File: src/rpsc_pkg.sv
// Shared types and constants of the ray plane set clipper.
package rpsc_pkg;

    typedef struct packed {
        logic               operation;
        logic [2:0]         plane_slot;
        logic signed [15:0] normal_x;
        logic signed [15:0] normal_y;
        logic signed [15:0] normal_z;
        logic signed [31:0] plane_offset;
        logic signed [31:0] origin_x;
        logic signed [31:0] origin_y;
        logic signed [31:0] origin_z;
        logic signed [15:0] dir_x;
        logic signed [15:0] dir_y;
        logic signed [15:0] dir_z;
    } rpsc_in_t;

    typedef struct packed {
        logic               ray_exists;
        logic signed [31:0] start_dist;
        logic signed [31:0] end_dist;
        logic               entry_set;
        logic signed [15:0] entry_nx;
        logic signed [15:0] entry_ny;
        logic signed [15:0] entry_nz;
        logic               exit_set;
        logic signed [15:0] exit_nx;
        logic signed [15:0] exit_ny;
        logic signed [15:0] exit_nz;
    } rpsc_out_t;

    // Operation codes of an input word.
    localparam logic OP_LOAD = 1'b0;
    localparam logic OP_CLIP = 1'b1;

    // Configuration register indexes.
    localparam logic [1:0] CFG_PLANE_COUNT = 2'd0;
    localparam logic [1:0] CFG_NEAR_DIST   = 2'd1;
    localparam logic [1:0] CFG_FAR_DIST    = 2'd2;

    // Iteration counts of the shared divide and root unit.
    localparam logic [4:0] SQRT_STEPS = 5'd31;
    localparam logic [4:0] T_STEPS    = 5'd31;
    localparam logic [4:0] NORM_STEPS = 5'd15;

    localparam logic [15:0]        UNIT_ONE  = 16'd16384;
    localparam logic signed [31:0] DIST_MAX  = 32'sh7FFF_FFFF;
    localparam logic signed [31:0] DIST_MIN  = 32'sh8000_0000;

    typedef struct packed {
        logic        start;
        logic        sqrt_mode;
        logic [33:0] rem_init;
        logic [30:0] low_bits;
        logic [33:0] divisor;
        logic [4:0]  steps;
        logic [59:0] radicand;
    } rpsc_unit_cmd_t;

    typedef struct packed {
        logic        busy;
        logic        done;
        logic [30:0] result;
    } rpsc_unit_sts_t;

    typedef enum logic [3:0] {
        ST_IDLE,
        ST_READ,
        ST_MAC,
        ST_NUMER,
        ST_CLASS,
        ST_OVF,
        ST_DIVW,
        ST_CMP,
        ST_SQ,
        ST_SQRT,
        ST_SQRTW,
        ST_NDIV,
        ST_NDIVW,
        ST_NEXT,
        ST_FINISH
    } rpsc_state_t;

endpackage

File: src/rpsc_iter_unit.sv
// Shared iterative unit: restoring divider and bitwise integer square root.
module rpsc_iter_unit (
    input  logic                    aclk,
    input  logic                    aresetn,
    input  rpsc_pkg::rpsc_unit_cmd_t cmd,
    output rpsc_pkg::rpsc_unit_sts_t sts
);
    import rpsc_pkg::*;

    logic        busy_reg, busy_next;
    logic        done_reg, done_next;
    logic        mode_reg, mode_next;
    logic [4:0]  cnt_reg, cnt_next;
    logic [33:0] rem_reg, rem_next;
    logic [30:0] low_reg, low_next;
    logic [30:0] q_reg, q_next;
    logic [33:0] div_reg, div_next;
    logic [61:0] v_reg, v_next;
    logic [61:0] res_reg, res_next;
    logic [61:0] bit_reg, bit_next;
    logic [34:0] r2;
    logic [34:0] diff;
    logic [61:0] trial;

    always_comb begin
        busy_next = busy_reg;
        done_next = 1'b0;
        mode_next = mode_reg;
        cnt_next  = cnt_reg;
        rem_next  = rem_reg;
        low_next  = low_reg;
        q_next    = q_reg;
        div_next  = div_reg;
        v_next    = v_reg;
        res_next  = res_reg;
        bit_next  = bit_reg;
        r2        = {rem_reg, low_reg[30]};
        diff      = r2 - {1'b0, div_reg};
        trial     = res_reg + bit_reg;
        if (busy_reg) begin
            if (mode_reg) begin
                if (v_reg >= trial) begin
                    v_next   = v_reg - trial;
                    res_next = (res_reg >> 1) + bit_reg;
                end else begin
                    res_next = res_reg >> 1;
                end
                bit_next = bit_reg >> 2;
            end else begin
                if (r2 >= {1'b0, div_reg}) begin
                    rem_next = diff[33:0];
                    q_next   = {q_reg[29:0], 1'b1};
                end else begin
                    rem_next = r2[33:0];
                    q_next   = {q_reg[29:0], 1'b0};
                end
                low_next = {low_reg[29:0], 1'b0};
            end
            cnt_next = cnt_reg - 5'd1;
            if (cnt_reg == 5'd0) begin
                busy_next = 1'b0;
                done_next = 1'b1;
            end
        end else if (cmd.start) begin
            busy_next = 1'b1;
            mode_next = cmd.sqrt_mode;
            cnt_next  = cmd.steps - 5'd1;
            rem_next  = cmd.rem_init;
            low_next  = cmd.low_bits;
            div_next  = cmd.divisor;
            q_next    = '0;
            v_next    = {2'b00, cmd.radicand};
            res_next  = '0;
            bit_next  = 62'h1000_0000_0000_0000;
        end
    end

    always_ff @(posedge aclk) begin
        if (!aresetn) begin
            busy_reg <= 1'b0;
            done_reg <= 1'b0;
        end else begin
            busy_reg <= busy_next;
            done_reg <= done_next;
        end
    end

    always_ff @(posedge aclk) begin
        mode_reg <= mode_next;
        cnt_reg  <= cnt_next;
        rem_reg  <= rem_next;
        low_reg  <= low_next;
        q_reg    <= q_next;
        div_reg  <= div_next;
        v_reg    <= v_next;
        res_reg  <= res_next;
        bit_reg  <= bit_next;
    end

    assign sts.busy   = busy_reg;
    assign sts.done   = done_reg;
    assign sts.result = mode_reg ? res_reg[30:0] : q_reg;

endmodule

File: src/ray_plane_set_clipper.sv
// Top level of the ray plane set clipper: plane table, sequencer and result register.
// A load word is written to the plane table as it is accepted. A clip word walks the planes
// in use, and a plane that tightens a limit also has its unit normal worked out. The 31-step
// quotient, the 31-step root and three 15-step normal divisions use the one shared iterative
// unit; one word is in work at a time.
// Reset (aresetn low, synchronous) empties the result register, idles the sequencer and
// sets plane_count to 0, near_dist to 0 and far_dist to the largest positive distance.
module ray_plane_set_clipper #(
    parameter int MAX_PLANES = 8
) (
    input  logic                aclk,
    input  logic                aresetn,
    input  logic                s_valid,
    output logic                s_ready,
    input  rpsc_pkg::rpsc_in_t  s_item,
    output logic                m_valid,
    input  logic                m_ready,
    output rpsc_pkg::rpsc_out_t m_item,
    input  logic                cfg_we,
    input  logic [1:0]          cfg_index,
    input  logic [31:0]         cfg_wdata
);
    import rpsc_pkg::*;

    // Address width of the plane table and width of a plane counter that can hold the depth.
    localparam int AW = (MAX_PLANES > 1) ? $clog2(MAX_PLANES) : 1;
    localparam int CW = $clog2(MAX_PLANES + 1);

    rpsc_state_t state_reg, state_next;

    // Configuration registers.
    logic [3:0]         plane_count_reg;
    logic signed [31:0] near_reg;
    logic signed [31:0] far_reg;

    // The plane table: each entry holds {nx, ny, nz, offset}, read through a register.
    logic [79:0] plane_mem [MAX_PLANES];
    logic [79:0] rd_reg;
    logic        load_we;

    // Ray of the word in work.
    logic signed [31:0] org_reg [3];
    logic signed [31:0] org_next [3];
    logic signed [15:0] dir_reg [3];
    logic signed [15:0] dir_next [3];

    logic [CW-1:0]      lim_reg, lim_next;
    logic [CW-1:0]      idx_reg, idx_next;
    logic [2:0]         step_reg, step_next;
    logic [1:0]         comp_reg, comp_next;

    // Dot product accumulators, fed by the one multiplier through its product register.
    logic signed [47:0] prod_reg, prod_next;
    logic signed [33:0] crs_reg, crs_next;
    logic signed [49:0] dot_reg, dot_next;
    logic [31:0]        m2_reg, m2_next;
    logic signed [50:0] numer_reg, numer_next;
    logic [50:0]        un_reg, un_next;
    logic [33:0]        ud_reg, ud_next;
    logic               neg_reg, neg_next;
    logic signed [31:0] t_reg, t_next;
    logic [30:0]        mag_reg, mag_next;
    logic               side_reg, side_next;

    // Clip state of the word in work.
    logic signed [31:0] sd_reg, sd_next;
    logic signed [31:0] ed_reg, ed_next;
    logic               exists_reg, exists_next;
    logic               es_reg, es_next;
    logic               xs_reg, xs_next;
    logic signed [15:0] en_reg [3];
    logic signed [15:0] en_next [3];
    logic signed [15:0] xn_reg [3];
    logic signed [15:0] xn_next [3];

    rpsc_out_t          out_reg, out_next;
    logic               m_valid_reg, m_valid_next;

    rpsc_unit_cmd_t     unit_cmd;
    rpsc_unit_sts_t     unit_sts;

    // Fields of the plane now read from the table.
    logic signed [15:0] pn [3];
    logic signed [31:0] poff;
    logic signed [15:0] mul_a;
    logic signed [31:0] mul_b;
    logic signed [47:0] product;
    logic signed [15:0] pn_sel;
    logic [15:0]        pn_abs;
    logic [15:0]        q_clamp;
    logic signed [15:0] comp_val;
    logic               accept;

    assign pn[0] = rd_reg[79:64];
    assign pn[1] = rd_reg[63:48];
    assign pn[2] = rd_reg[47:32];
    assign poff  = rd_reg[31:0];

    assign s_ready = (state_reg == ST_IDLE);
    assign accept  = s_valid && s_ready;
    assign load_we = accept && (s_item.operation == OP_LOAD)
                     && (int'(s_item.plane_slot) < MAX_PLANES);
    assign m_valid = m_valid_reg;
    assign m_item  = out_reg;

    rpsc_iter_unit u_unit (
        .aclk    (aclk),
        .aresetn (aresetn),
        .cmd     (unit_cmd),
        .sts     (unit_sts)
    );

    // The single multiplier: normal times direction, then normal times origin, or the
    // squares of the normal when a unit normal is needed.
    always_comb begin
        unique case (comp_reg)
            2'd0:    pn_sel = pn[0];
            2'd1:    pn_sel = pn[1];
            default: pn_sel = pn[2];
        endcase
        mul_a = pn[0];
        mul_b = 32'(dir_reg[0]);
        unique case (step_reg)
            3'd0: begin
                mul_a = pn[0];
                mul_b = (state_reg == ST_SQ) ? 32'(pn[0]) : 32'(dir_reg[0]);
            end
            3'd1: begin
                mul_a = pn[1];
                mul_b = (state_reg == ST_SQ) ? 32'(pn[1]) : 32'(dir_reg[1]);
            end
            3'd2: begin
                mul_a = pn[2];
                mul_b = (state_reg == ST_SQ) ? 32'(pn[2]) : 32'(dir_reg[2]);
            end
            3'd3: begin
                mul_a = pn[0];
                mul_b = org_reg[0];
            end
            3'd4: begin
                mul_a = pn[1];
                mul_b = org_reg[1];
            end
            3'd5: begin
                mul_a = pn[2];
                mul_b = org_reg[2];
            end
            default: begin
                mul_a = pn[0];
                mul_b = org_reg[0];
            end
        endcase
        product = mul_a * mul_b;
    end

    // A unit normal component: the quotient is clamped to one, signed like the normal and
    // negated once more for an entry plane.
    always_comb begin
        pn_abs   = pn_sel[15] ? 16'(-pn_sel) : 16'(pn_sel);
        q_clamp  = (unit_sts.result > 31'(UNIT_ONE)) ? UNIT_ONE : unit_sts.result[15:0];
        comp_val = (pn_sel[15] != side_reg) ? -$signed(q_clamp) : $signed(q_clamp);
    end

    always_comb begin
        state_next   = state_reg;
        org_next     = org_reg;
        dir_next     = dir_reg;
        lim_next     = lim_reg;
        idx_next     = idx_reg;
        step_next    = step_reg;
        comp_next    = comp_reg;
        prod_next    = prod_reg;
        crs_next     = crs_reg;
        dot_next     = dot_reg;
        m2_next      = m2_reg;
        numer_next   = numer_reg;
        un_next      = un_reg;
        ud_next      = ud_reg;
        neg_next     = neg_reg;
        t_next       = t_reg;
        mag_next     = mag_reg;
        side_next    = side_reg;
        sd_next      = sd_reg;
        ed_next      = ed_reg;
        exists_next  = exists_reg;
        es_next      = es_reg;
        xs_next      = xs_reg;
        en_next      = en_reg;
        xn_next      = xn_reg;
        out_next     = out_reg;
        m_valid_next = m_valid_reg;
        unit_cmd     = '0;

        if (m_valid_reg && m_ready) begin
            m_valid_next = 1'b0;
        end

        unique case (state_reg)
            ST_IDLE: begin
                if (accept && (s_item.operation == OP_CLIP)) begin
                    org_next[0] = s_item.origin_x;
                    org_next[1] = s_item.origin_y;
                    org_next[2] = s_item.origin_z;
                    dir_next[0] = s_item.dir_x;
                    dir_next[1] = s_item.dir_y;
                    dir_next[2] = s_item.dir_z;
                    sd_next     = near_reg;
                    ed_next     = far_reg;
                    exists_next = 1'b1;
                    es_next     = 1'b0;
                    xs_next     = 1'b0;
                    en_next     = '{default: '0};
                    xn_next     = '{default: '0};
                    idx_next    = '0;
                    if (int'(plane_count_reg) > MAX_PLANES) begin
                        lim_next = CW'(MAX_PLANES);
                    end else begin
                        lim_next = CW'(plane_count_reg);
                    end
                    if (plane_count_reg == 4'd0) begin
                        state_next = ST_FINISH;
                    end else begin
                        state_next = ST_READ;
                    end
                end
            end
            ST_READ: begin
                crs_next   = '0;
                dot_next   = '0;
                step_next  = '0;
                state_next = ST_MAC;
            end
            ST_MAC: begin
                prod_next = product;
                if (step_reg != 3'd0) begin
                    if (step_reg <= 3'd3) begin
                        crs_next = crs_reg + 34'(prod_reg);
                    end else begin
                        dot_next = dot_reg + 50'(prod_reg);
                    end
                end
                if (step_reg == 3'd6) begin
                    state_next = ST_NUMER;
                end else begin
                    step_next = step_reg + 3'd1;
                end
            end
            ST_NUMER: begin
                numer_next = $signed({{5{poff[31]}}, poff, 14'b0}) - 51'(dot_reg);
                state_next = ST_CLASS;
            end
            ST_CLASS: begin
                if (crs_reg == '0) begin
                    // A plane parallel to the ray rejects it when the origin is outside.
                    if (!numer_reg[50] && (numer_reg != '0)) begin
                        exists_next = 1'b0;
                        state_next  = ST_FINISH;
                    end else begin
                        state_next = ST_NEXT;
                    end
                end else begin
                    un_next    = numer_reg[50] ? 51'(-numer_reg) : 51'(numer_reg);
                    ud_next    = crs_reg[33] ? 34'(-crs_reg) : 34'(crs_reg);
                    neg_next   = numer_reg[50] ^ crs_reg[33];
                    state_next = ST_OVF;
                end
            end
            ST_OVF: begin
                if (un_reg >= {ud_reg, 17'b0}) begin
                    t_next     = neg_reg ? DIST_MIN : DIST_MAX;
                    state_next = ST_CMP;
                end else begin
                    unit_cmd.start    = 1'b1;
                    unit_cmd.rem_init = un_reg[50:17];
                    unit_cmd.low_bits = {un_reg[16:0], 14'b0};
                    unit_cmd.divisor  = ud_reg;
                    unit_cmd.steps    = T_STEPS;
                    state_next        = ST_DIVW;
                end
            end
            ST_DIVW: begin
                if (unit_sts.done) begin
                    t_next = neg_reg ? -$signed({1'b0, unit_sts.result})
                                     : $signed({1'b0, unit_sts.result});
                    state_next = ST_CMP;
                end
            end
            ST_CMP: begin
                m2_next   = '0;
                step_next = '0;
                if (!crs_reg[33] && (t_reg > sd_reg)) begin
                    sd_next    = t_reg;
                    es_next    = 1'b1;
                    side_next  = 1'b1;
                    state_next = ST_SQ;
                end else if (crs_reg[33] && (t_reg < ed_reg)) begin
                    ed_next    = t_reg;
                    xs_next    = 1'b1;
                    side_next  = 1'b0;
                    state_next = ST_SQ;
                end else begin
                    state_next = ST_NEXT;
                end
            end
            ST_SQ: begin
                prod_next = product;
                if (step_reg != 3'd0) begin
                    m2_next = m2_reg + prod_reg[31:0];
                end
                if (step_reg == 3'd3) begin
                    state_next = ST_SQRT;
                end else begin
                    step_next = step_reg + 3'd1;
                end
            end
            ST_SQRT: begin
                unit_cmd.start     = 1'b1;
                unit_cmd.sqrt_mode = 1'b1;
                unit_cmd.radicand  = {m2_reg, 28'b0};
                unit_cmd.steps     = SQRT_STEPS;
                state_next         = ST_SQRTW;
            end
            ST_SQRTW: begin
                if (unit_sts.done) begin
                    mag_next   = unit_sts.result;
                    comp_next  = '0;
                    state_next = ST_NDIV;
                end
            end
            ST_NDIV: begin
                if (mag_reg == '0) begin
                    // An all-zero normal has no direction; its unit normal is zero.
                    if (side_reg) begin
                        en_next[comp_reg] = '0;
                    end else begin
                        xn_next[comp_reg] = '0;
                    end
                    if (comp_reg == 2'd2) begin
                        state_next = ST_NEXT;
                    end else begin
                        comp_next = comp_reg + 2'd1;
                    end
                end else begin
                    unit_cmd.start    = 1'b1;
                    unit_cmd.rem_init = 34'({pn_abs, 13'b0});
                    unit_cmd.divisor  = 34'(mag_reg);
                    unit_cmd.steps    = NORM_STEPS;
                    state_next        = ST_NDIVW;
                end
            end
            ST_NDIVW: begin
                if (unit_sts.done) begin
                    if (side_reg) begin
                        en_next[comp_reg] = comp_val;
                    end else begin
                        xn_next[comp_reg] = comp_val;
                    end
                    if (comp_reg == 2'd2) begin
                        state_next = ST_NEXT;
                    end else begin
                        comp_next  = comp_reg + 2'd1;
                        state_next = ST_NDIV;
                    end
                end
            end
            ST_NEXT: begin
                idx_next = idx_reg + CW'(1);
                if ((idx_reg + CW'(1)) < lim_reg) begin
                    state_next = ST_READ;
                end else begin
                    state_next = ST_FINISH;
                end
            end
            ST_FINISH: begin
                if (!m_valid_reg || m_ready) begin
                    out_next.ray_exists = exists_reg && !(ed_reg < sd_reg);
                    out_next.start_dist = sd_reg;
                    out_next.end_dist   = ed_reg;
                    out_next.entry_set  = es_reg;
                    out_next.entry_nx   = en_reg[0];
                    out_next.entry_ny   = en_reg[1];
                    out_next.entry_nz   = en_reg[2];
                    out_next.exit_set   = xs_reg;
                    out_next.exit_nx    = xn_reg[0];
                    out_next.exit_ny    = xn_reg[1];
                    out_next.exit_nz    = xn_reg[2];
                    m_valid_next        = 1'b1;
                    state_next          = ST_IDLE;
                end
            end
            default: begin
                state_next = ST_IDLE;
            end
        endcase
    end

    always_ff @(posedge aclk) begin
        if (!aresetn) begin
            state_reg <= ST_IDLE;
        end else begin
            state_reg <= state_next;
        end
    end

    always_ff @(posedge aclk) begin
        if (!aresetn) begin
            m_valid_reg     <= 1'b0;
            plane_count_reg <= 4'd0;
            near_reg        <= '0;
            far_reg         <= DIST_MAX;
        end else begin
            m_valid_reg <= m_valid_next;
            if (cfg_we) begin
                unique case (cfg_index)
                    CFG_PLANE_COUNT: plane_count_reg <= cfg_wdata[3:0];
                    CFG_NEAR_DIST:   near_reg        <= $signed(cfg_wdata);
                    CFG_FAR_DIST:    far_reg         <= $signed(cfg_wdata);
                    default: begin
                    end
                endcase
            end
        end
    end

    always_ff @(posedge aclk) begin
        org_reg    <= org_next;
        dir_reg    <= dir_next;
        lim_reg    <= lim_next;
        idx_reg    <= idx_next;
        step_reg   <= step_next;
        comp_reg   <= comp_next;
        prod_reg   <= prod_next;
        crs_reg    <= crs_next;
        dot_reg    <= dot_next;
        m2_reg     <= m2_next;
        numer_reg  <= numer_next;
        un_reg     <= un_next;
        ud_reg     <= ud_next;
        neg_reg    <= neg_next;
        t_reg      <= t_next;
        mag_reg    <= mag_next;
        side_reg   <= side_next;
        sd_reg     <= sd_next;
        ed_reg     <= ed_next;
        exists_reg <= exists_next;
        es_reg     <= es_next;
        xs_reg     <= xs_next;
        en_reg     <= en_next;
        xn_reg     <= xn_next;
        out_reg    <= out_next;
    end

    // Plane table: one write port for load words, one registered read port for the walk.
    always_ff @(posedge aclk) begin
        if (load_we) begin
            plane_mem[AW'(s_item.plane_slot)] <= {s_item.normal_x, s_item.normal_y,
                                                  s_item.normal_z, s_item.plane_offset};
        end
        rd_reg <= plane_mem[idx_reg[AW-1:0]];
    end

endmodule

File: config.mk
export PLATFORM = sky130hd
export DESIGN_NAME = ray_plane_set_clipper
export DESIGN_NICKNAME = d
export VERILOG_FILES = /design/src/rpsc_pkg.sv /design/src/rpsc_iter_unit.sv /design/src/ray_plane_set_clipper.sv
export SDC_FILE = /design/constraint.sdc
export NUM_CORES = 2
export LEC_CHECK = 0
export BUFFER_PORTS_ARGS = -buffer_cell sky130_fd_sc_hd__buf_2
export CAP_MARGIN = 20
export CORE_MARGIN = 2
export CORE_UTILIZATION = 49
export DETAILED_ROUTE_END_ITERATION = 7
export HOLD_SLACK_MARGIN = 0.02
export PLACE_DENSITY_LB_ADDON = 0.25
export SKIP_CTS_REPAIR_TIMING = 1
export SLEW_MARGIN = 10
export SYNTH_ARGS = -nofsm -noshare
export SYNTH_HDL_FRONTEND = slang
export SYNTH_SLANG_ARGS = --single-unit
export TNS_END_PERCENT = 50
File: constraint.sdc
create_clock -name aclk -period 31.2 [get_ports aclk]
set_clock_uncertainty 0.2 [all_clocks]
set_input_delay 6.24 -clock aclk [delete_from_list [all_inputs] [get_ports aclk]]
set_output_delay 6.24 -clock aclk [all_outputs]
set_load 0.005 [all_outputs]
== Word level (Yosys, flattened, before mapping) ==
Memories as Yosys holds them, arrays and structs flattened. A register that Yosys moved wholly into a read port is not among the register bits.
Index checks and enable logic that the tools add are counted.
Operators by class
  add/sub/neg operators: 18
  $mul: 1
  order comparisons: 12
  equal/unequal tests: 53
  muxes and demuxes: 131
  bitwise operators: 8
  reductions and logical operators: 65
Operators with widths (count)
  $mux 62: 11
  $mux 48: 9
  $mux 32: 13
  $pmux 48 s3: 2
  $pmux 32 s2: 4
  $mux 31: 8
  $mux 34: 6
  $pmux 34 s2: 3
  $pmux 32 s5: 1
  $mux 50: 3
  $mux 104: 1
  $pmux 50 s2: 1
  $and 48x48->48: 2
  $bwmux 48: 2
  $lt 32x32->1: 2
  $mux 16: 4
  $pmux 16 s2: 2
  $add 61x62->62: 1
  $add 62x62->62: 1
  $ge 62x62->1: 1
  $sub 62x62->62: 1
  $mux 60: 1
  $pmux 4 s15: 1
  $mux 4: 13
  other kinds (72): 195
Word-level totals
  register bits: 1245
  memory bits (writable): 640
  input bits: 267
  output and inout bits: 165
  logic and storage cells: 350
  memories: 1
Memory list
  plane_mem: depth 8, bits a word 80, rd ports 1, clocked after memory_dff 1, wr ports 1, line ray_plane_set_clipper.sv:37  | logic [79:0] plane_mem [MAX_PLANES];

== Logic depth before layout (Yosys ltp) ==
  depth after elaboration: 10
  mapped depth: 35
  depth with buffers taken out: 31

== By module ==
From an unflattened synthesis, not the netlist that was laid out.
Unflattened totals
  cell total of the unflattened synthesis: 9805
  area, all modules: 113874.2 µm²
By module, submodules not included
  ray_plane_set_clipper: times used 1, cells each 7575, area an instance 91964.5 µm², seq. area each 47745.8 µm²
  rpsc_iter_unit: times used 1, cells each 2230, area an instance 21909.8 µm², seq. area each 8778.4 µm²

== Least setup slack after synthesis ==
OpenSTA, ideal clock, no wires.
  kind: input-to-reg
  start: input m_ready
  end: register out_reg, in the netlist m_item[0] (enable)
  setup time: 885 ps
  data arrival time: 17270 ps
  data required time: 30115 ps
  slack: 12844 ps
  stages: 2
  buffers on the path: 0
  cell sequence: nor2b_1 nor3_1
On the way
  word-level cells in the longest chain between the ends: 2
Ends and longest elaborated chain
  from (decl): line ray_plane_set_clipper.sv:17  | input logic m_ready,
  $logic_or 1x1->1: line ray_plane_set_clipper.sv:375  | if (!m_valid_reg || m_ready) begin
  $reduce_and 2->1 (no line)
  to (signal assigned): line ray_plane_set_clipper.sv:450  | out_reg <= out_next;
  to (decl): line ray_plane_set_clipper.sv:76  | rpsc_out_t out_reg, out_next;
No other way between the ends.
A chain may end at the register's enable or synchronous reset.

== Final worst setup path ==
  start: register state_reg[3]
  end: register prod_reg[46] (data pin)
On the way
  word-level cells in the longest chain between the ends: 4
  elaborated cells on any way between the ends: 6
  classes of those cells: mul: 1; eq/ne: 1; mux: 4
Ends and longest elaborated chain
  from (decl): line ray_plane_set_clipper.sv:29  | rpsc_state_t state_reg, state_next;
  from (signal assigned): line ray_plane_set_clipper.sv:401  | state_reg <= state_next;
  $eq 4x4->1 *: line ray_plane_set_clipper.sv:126, ray_plane_set_clipper.sv:130, ray_plane_set_clipper.sv:134
  $mux 32, on equally long branches: line ray_plane_set_clipper.sv:134, ray_plane_set_clipper.sv:126, ray_plane_set_clipper.sv:130
  $pmux 32 s5 *: line ray_plane_set_clipper.sv:123  | unique case (step_reg)
  $mul 16x32->48 *: line ray_plane_set_clipper.sv:153  | product = mul_a * mul_b;
  via product[46]: line ray_plane_set_clipper.sv:87  | logic signed [47:0] product;
  to (signal assigned): line ray_plane_set_clipper.sv:432  | prod_reg <= prod_next;
  to (decl): line ray_plane_set_clipper.sv:53  | logic signed [47:0] prod_reg, prod_next;
Mark *: on every way through the listed nets, which the timed path passes. The rest lies on a longest branch.

==> summary.txt <==
STA
  • Setup tns final: 0 ps
  • Max-Slew Margin vs Limit: 18.3%
  • Slew @ Worst Pin: 1220 ps
  • Unrepaired setup endpoints after global routing: false
  • Period minus WS final: 10750 ps
  • Highest achievable clock rate: 93.0 MHz
  • Finish-stage setup viols: 0
  • Total count of hold-check failures in the final report: 0
  • Count of pins over their slew limit: 0
  • Ratio of final minimum period to clock period: 34.5%

Yosys
  • Share of the synthesized netlist area taken by xor and xnor gates: 3.58%
  • Fraction of registers with async set or reset after synthesis: 0%
  • Adder-cell share of the synthesized area: 15.1%
  • Area fraction in and, or, nand and nor cells after synthesis: 11.4%
  • Total number of yosys warnings: 0
  • Mapped Nets: 11116
  • Fraction of synthesized area in multiplexers: 4.69%
  • Syn Std Cell Area: 112000 sq um
  • Post-synthesis average cell area: 11.5 sq um
  • Number of flops mapped to enable cells by yosys: 1765
  • Portion of the post-synthesis area used by sequential elements: 49.9%
  • Complex-gate fraction of the synthesized area: 11.1%
  • Netlist cell types: 95
  • Post-synthesis instance total: 9788
  • Leading register cell type out of synthesis: sky130_fd_sc_hd__edfxtp_1
  • Largest family of logic cells by synthesized area: adder cells
  • Seq cells post-synth: 1920

Final layout
  • Fill cells: 19063
  • Multi-input gate area: 52000 sq um
  • Flip-flop and latch area: 56100 sq um
  • Flip-flop count of the largest register after layout: 640
  • Layout cells sized above 1: 12.2%
  • Area added between synthesis and finish: 11.5%
  • NumNets Final: 11489

Clocking
  • Number of CTS-inserted buffers: 202
  • Root cell of the clock tree: sky130_fd_sc_hd__clkbuf_16
  • Clk Latency, worst-skew pair: 890 ps
  • Post-CTS clock slew at the launch and capture registers of the worst setup and hold paths: 60 ps
  • Maximum clock path buffer count: 3
  • CTS H-tree lvls: 4
  • TritonCTS clock tree: done
  • Clk sinks: 1920

Flow run
  • Max-cap check violation count: 0

Setup path
  • Worst endpoint data arrival time: 11190 ps
  • Worst path max stage delay: 950 ps
  • Startpoint of the worst-slack reg-to-reg timing path: state_reg[3]
  • Destination of the worst register-to-register timing path: prod_reg[46]
  • Worst Setup End Kind: register
  • Element type at the critical path start: register
  • Reg-to-reg setup timing slack: 20450 ps
  • Cell mode on critical path: sky130_fd_sc_hd__fa_1
  • Maximum fanout encountered on the critical timing path: 25
  • Type of the worst setup path: reg -> reg
  • Number of cells on the worst reg-to-reg path: 29
  • Critical Path Slowest Stage Cell: sky130_fd_sc_hd__dfxtp_1
  • Required @ worst endpoint: 31640 ps

Status
  • Outcome: finished, final reports clean

Global route
  • First-pass GRT wire length: 491000 um
  • Largest net degree at the start of global routing: 117
  • Overflow after GRT: 0
  • Global Route Usage Sum: 27.7%
  • Number of antenna violations at the first check in global routing: 30
  • Via count of the first global-routing pass: 78383

Floorplan
  • Site Rows: 175
  • Chip width: 483 um
  • Number of top-level design ports: 432
  • Area of the die: 233000 sq um
  • Core ar.: 228000 sq um
  • Vert. Die Dim: 483 um
  • Starting density of the core: 49.4%

Worst hold path
  • Launch instance of the worst min-delay path: xs_reg
  • Worst min-delay path class: reg -> reg
  • Terminating pin of the worst hold path: m_item[48]
  • Number of cells on the worst hold path: 0

Detailed routing
  • Total routed wirelength: 327000 um
  • Drt pass-1 iters: 6
  • Avg WL per Cell: 24.5 um
  • Average vias per placed instance: 5.90
  • Drt drc: 0
  • DRC marker count from the first detailed-route iteration: 7404
  • Final antenna-violating net count: 0
  • Total number of vias: 78902

Placed design
  • Count of port buffers added during placement: 431
  • Gp weighted congestion: 0.963
  • Sum of net half-perimeters after detailed placement: 245000 um
-- final cells by class --
class	count	share of cell area (%)
antenna	15	0.0299
clock inverter	130	1.44
clock buffer	253	4.26
tap	3009	3.00
timing repair buffer	561	2.54
multi-input combinational	6609	41.4
sequential	1920	44.7
inverter	867	2.60
-- routing by layer --
layer	wire length (um)	GRT usage [%]	vias to the layer above
met2	152000	44.6	3208
met5	173	0	-
met4	18900	13.7	26
li1	-	-	35829
met1	131000	36.1	39060
met3	25400	5.11	779
-- synthesized netlist by cell type, drive strengths merged (16+ instances only) --
| library cell | count | area, sq um |
|---|---|---|
| edfxtp | 1765 | 53000 |
| nand2 | 1176 | 4420 |
| inv | 866 | 3250 |
| nor2 | 756 | 2840 |
| ha | 570 | 7130 |
| a21oi | 548 | 2750 |
| fa | 491 | 9830 |
| o21ai | 388 | 1940 |
| clkbuf | 350 | 1310 |
| xnor2 | 310 | 2720 |
| a21o | 203 | 1520 |
| mux4 | 160 | 3600 |
| dfxtp | 155 | 3100 |
| xor2 | 150 | 1310 |
| nand3 | 138 | 691 |
| and2 | 121 | 757 |
| nor3 | 111 | 561 |
| a31oi | 100 | 626 |
| mux2 | 99 | 1110 |
| o21a | 97 | 728 |
| nand4 | 90 | 563 |
| nand2b | 89 | 557 |
| nor2b | 81 | 507 |
| o21bai | 67 | 503 |
| a211oi | 56 | 420 |
| a22o | 56 | 490 |
| mux2i | 56 | 561 |
| o31ai | 51 | 397 |
| and3 | 50 | 313 |
| a22oi | 49 | 368 |
| nor4 | 49 | 337 |
| or3 | 48 | 305 |
| o211ai | 43 | 323 |
| buf | 42 | 188 |
| o22a | 34 | 298 |
| or4 | 29 | 225 |
| or2 | 28 | 175 |
| a21boi | 26 | 203 |
| a31o | 21 | 184 |
| a221o | 19 | 190 |
| nor3b | 19 | 143 |
| o41ai | 18 | 158 |
| a2111oi | 16 | 140 |
-- kinds of logic after synthesis --
logic type / Yosys count
and+or+nand+nor: 2842
AOI/OAI and AO/OA: 1931
DFF: 1920
buffers and inverters: 1259
adders and majority gates: 1061
xor gates and xnor gates: 460
muxes: 315
-- worst max-delay path by stage --
stage,startpoint,depth (start not counted),endpoint,slack [ps]
finish,state_reg[3],29,prod_reg[46],20450
global route,state_reg[3],30,prod_reg[45],19920
CTS,state_reg[3],29,prod_reg[46],20630
detailed placement,state_reg[3],29,prod_reg[46],20600
global placement,state_reg[3],29,prod_reg[46],20730
floorplan,m_ready,2,m_item[0],12840
-- worst max-delay path, delay by kind of cell, from the launching register on --
family,cells,cell delay (ps)
simple gates,6,1820
fa+ha+maj,7,3500
xor+xnor,1,70
buf+inv,4,210
compound gates,11,3770
flops,1,950
-- through the flow --
step                cell area [sq um]  utilization, %  std cells  worst slack [ps]  hold slack (ps)
floorplan                      112000               -       9788             12840              200
global placement               118000            51.9      12961             20730              201
detailed placement             118000            51.9      12962             20600              206
CTS                            125000            55.1      13345             20630              199
global route                   125000            55.1      13355             19920              198
finish                         125000            55.1      13364             20450              199
-- placed cells by master, fill, tap and decap left out, drive strengths merged, types with 67 or more instances in the layout --
cell	instances
ha	570
a21oi	548
o21ai	388
xnor2	310
and2	121
inv	874
a31oi	100
clkbuf	254
nor3	111
nand3	138
mux4	160
edfxtp	1765
nand4	90
dfxtp	155
mux2	99
nand2b	89
xor2	150
nand2	1176
nor2	756
fa	491
o21a	97
clkinv	76
o21bai	67
a21o	203
nor2b	81
buf	560
Power is not shown: default switching activity piles up to over one toggle a cycle in this logic, so the estimate is an artifact.
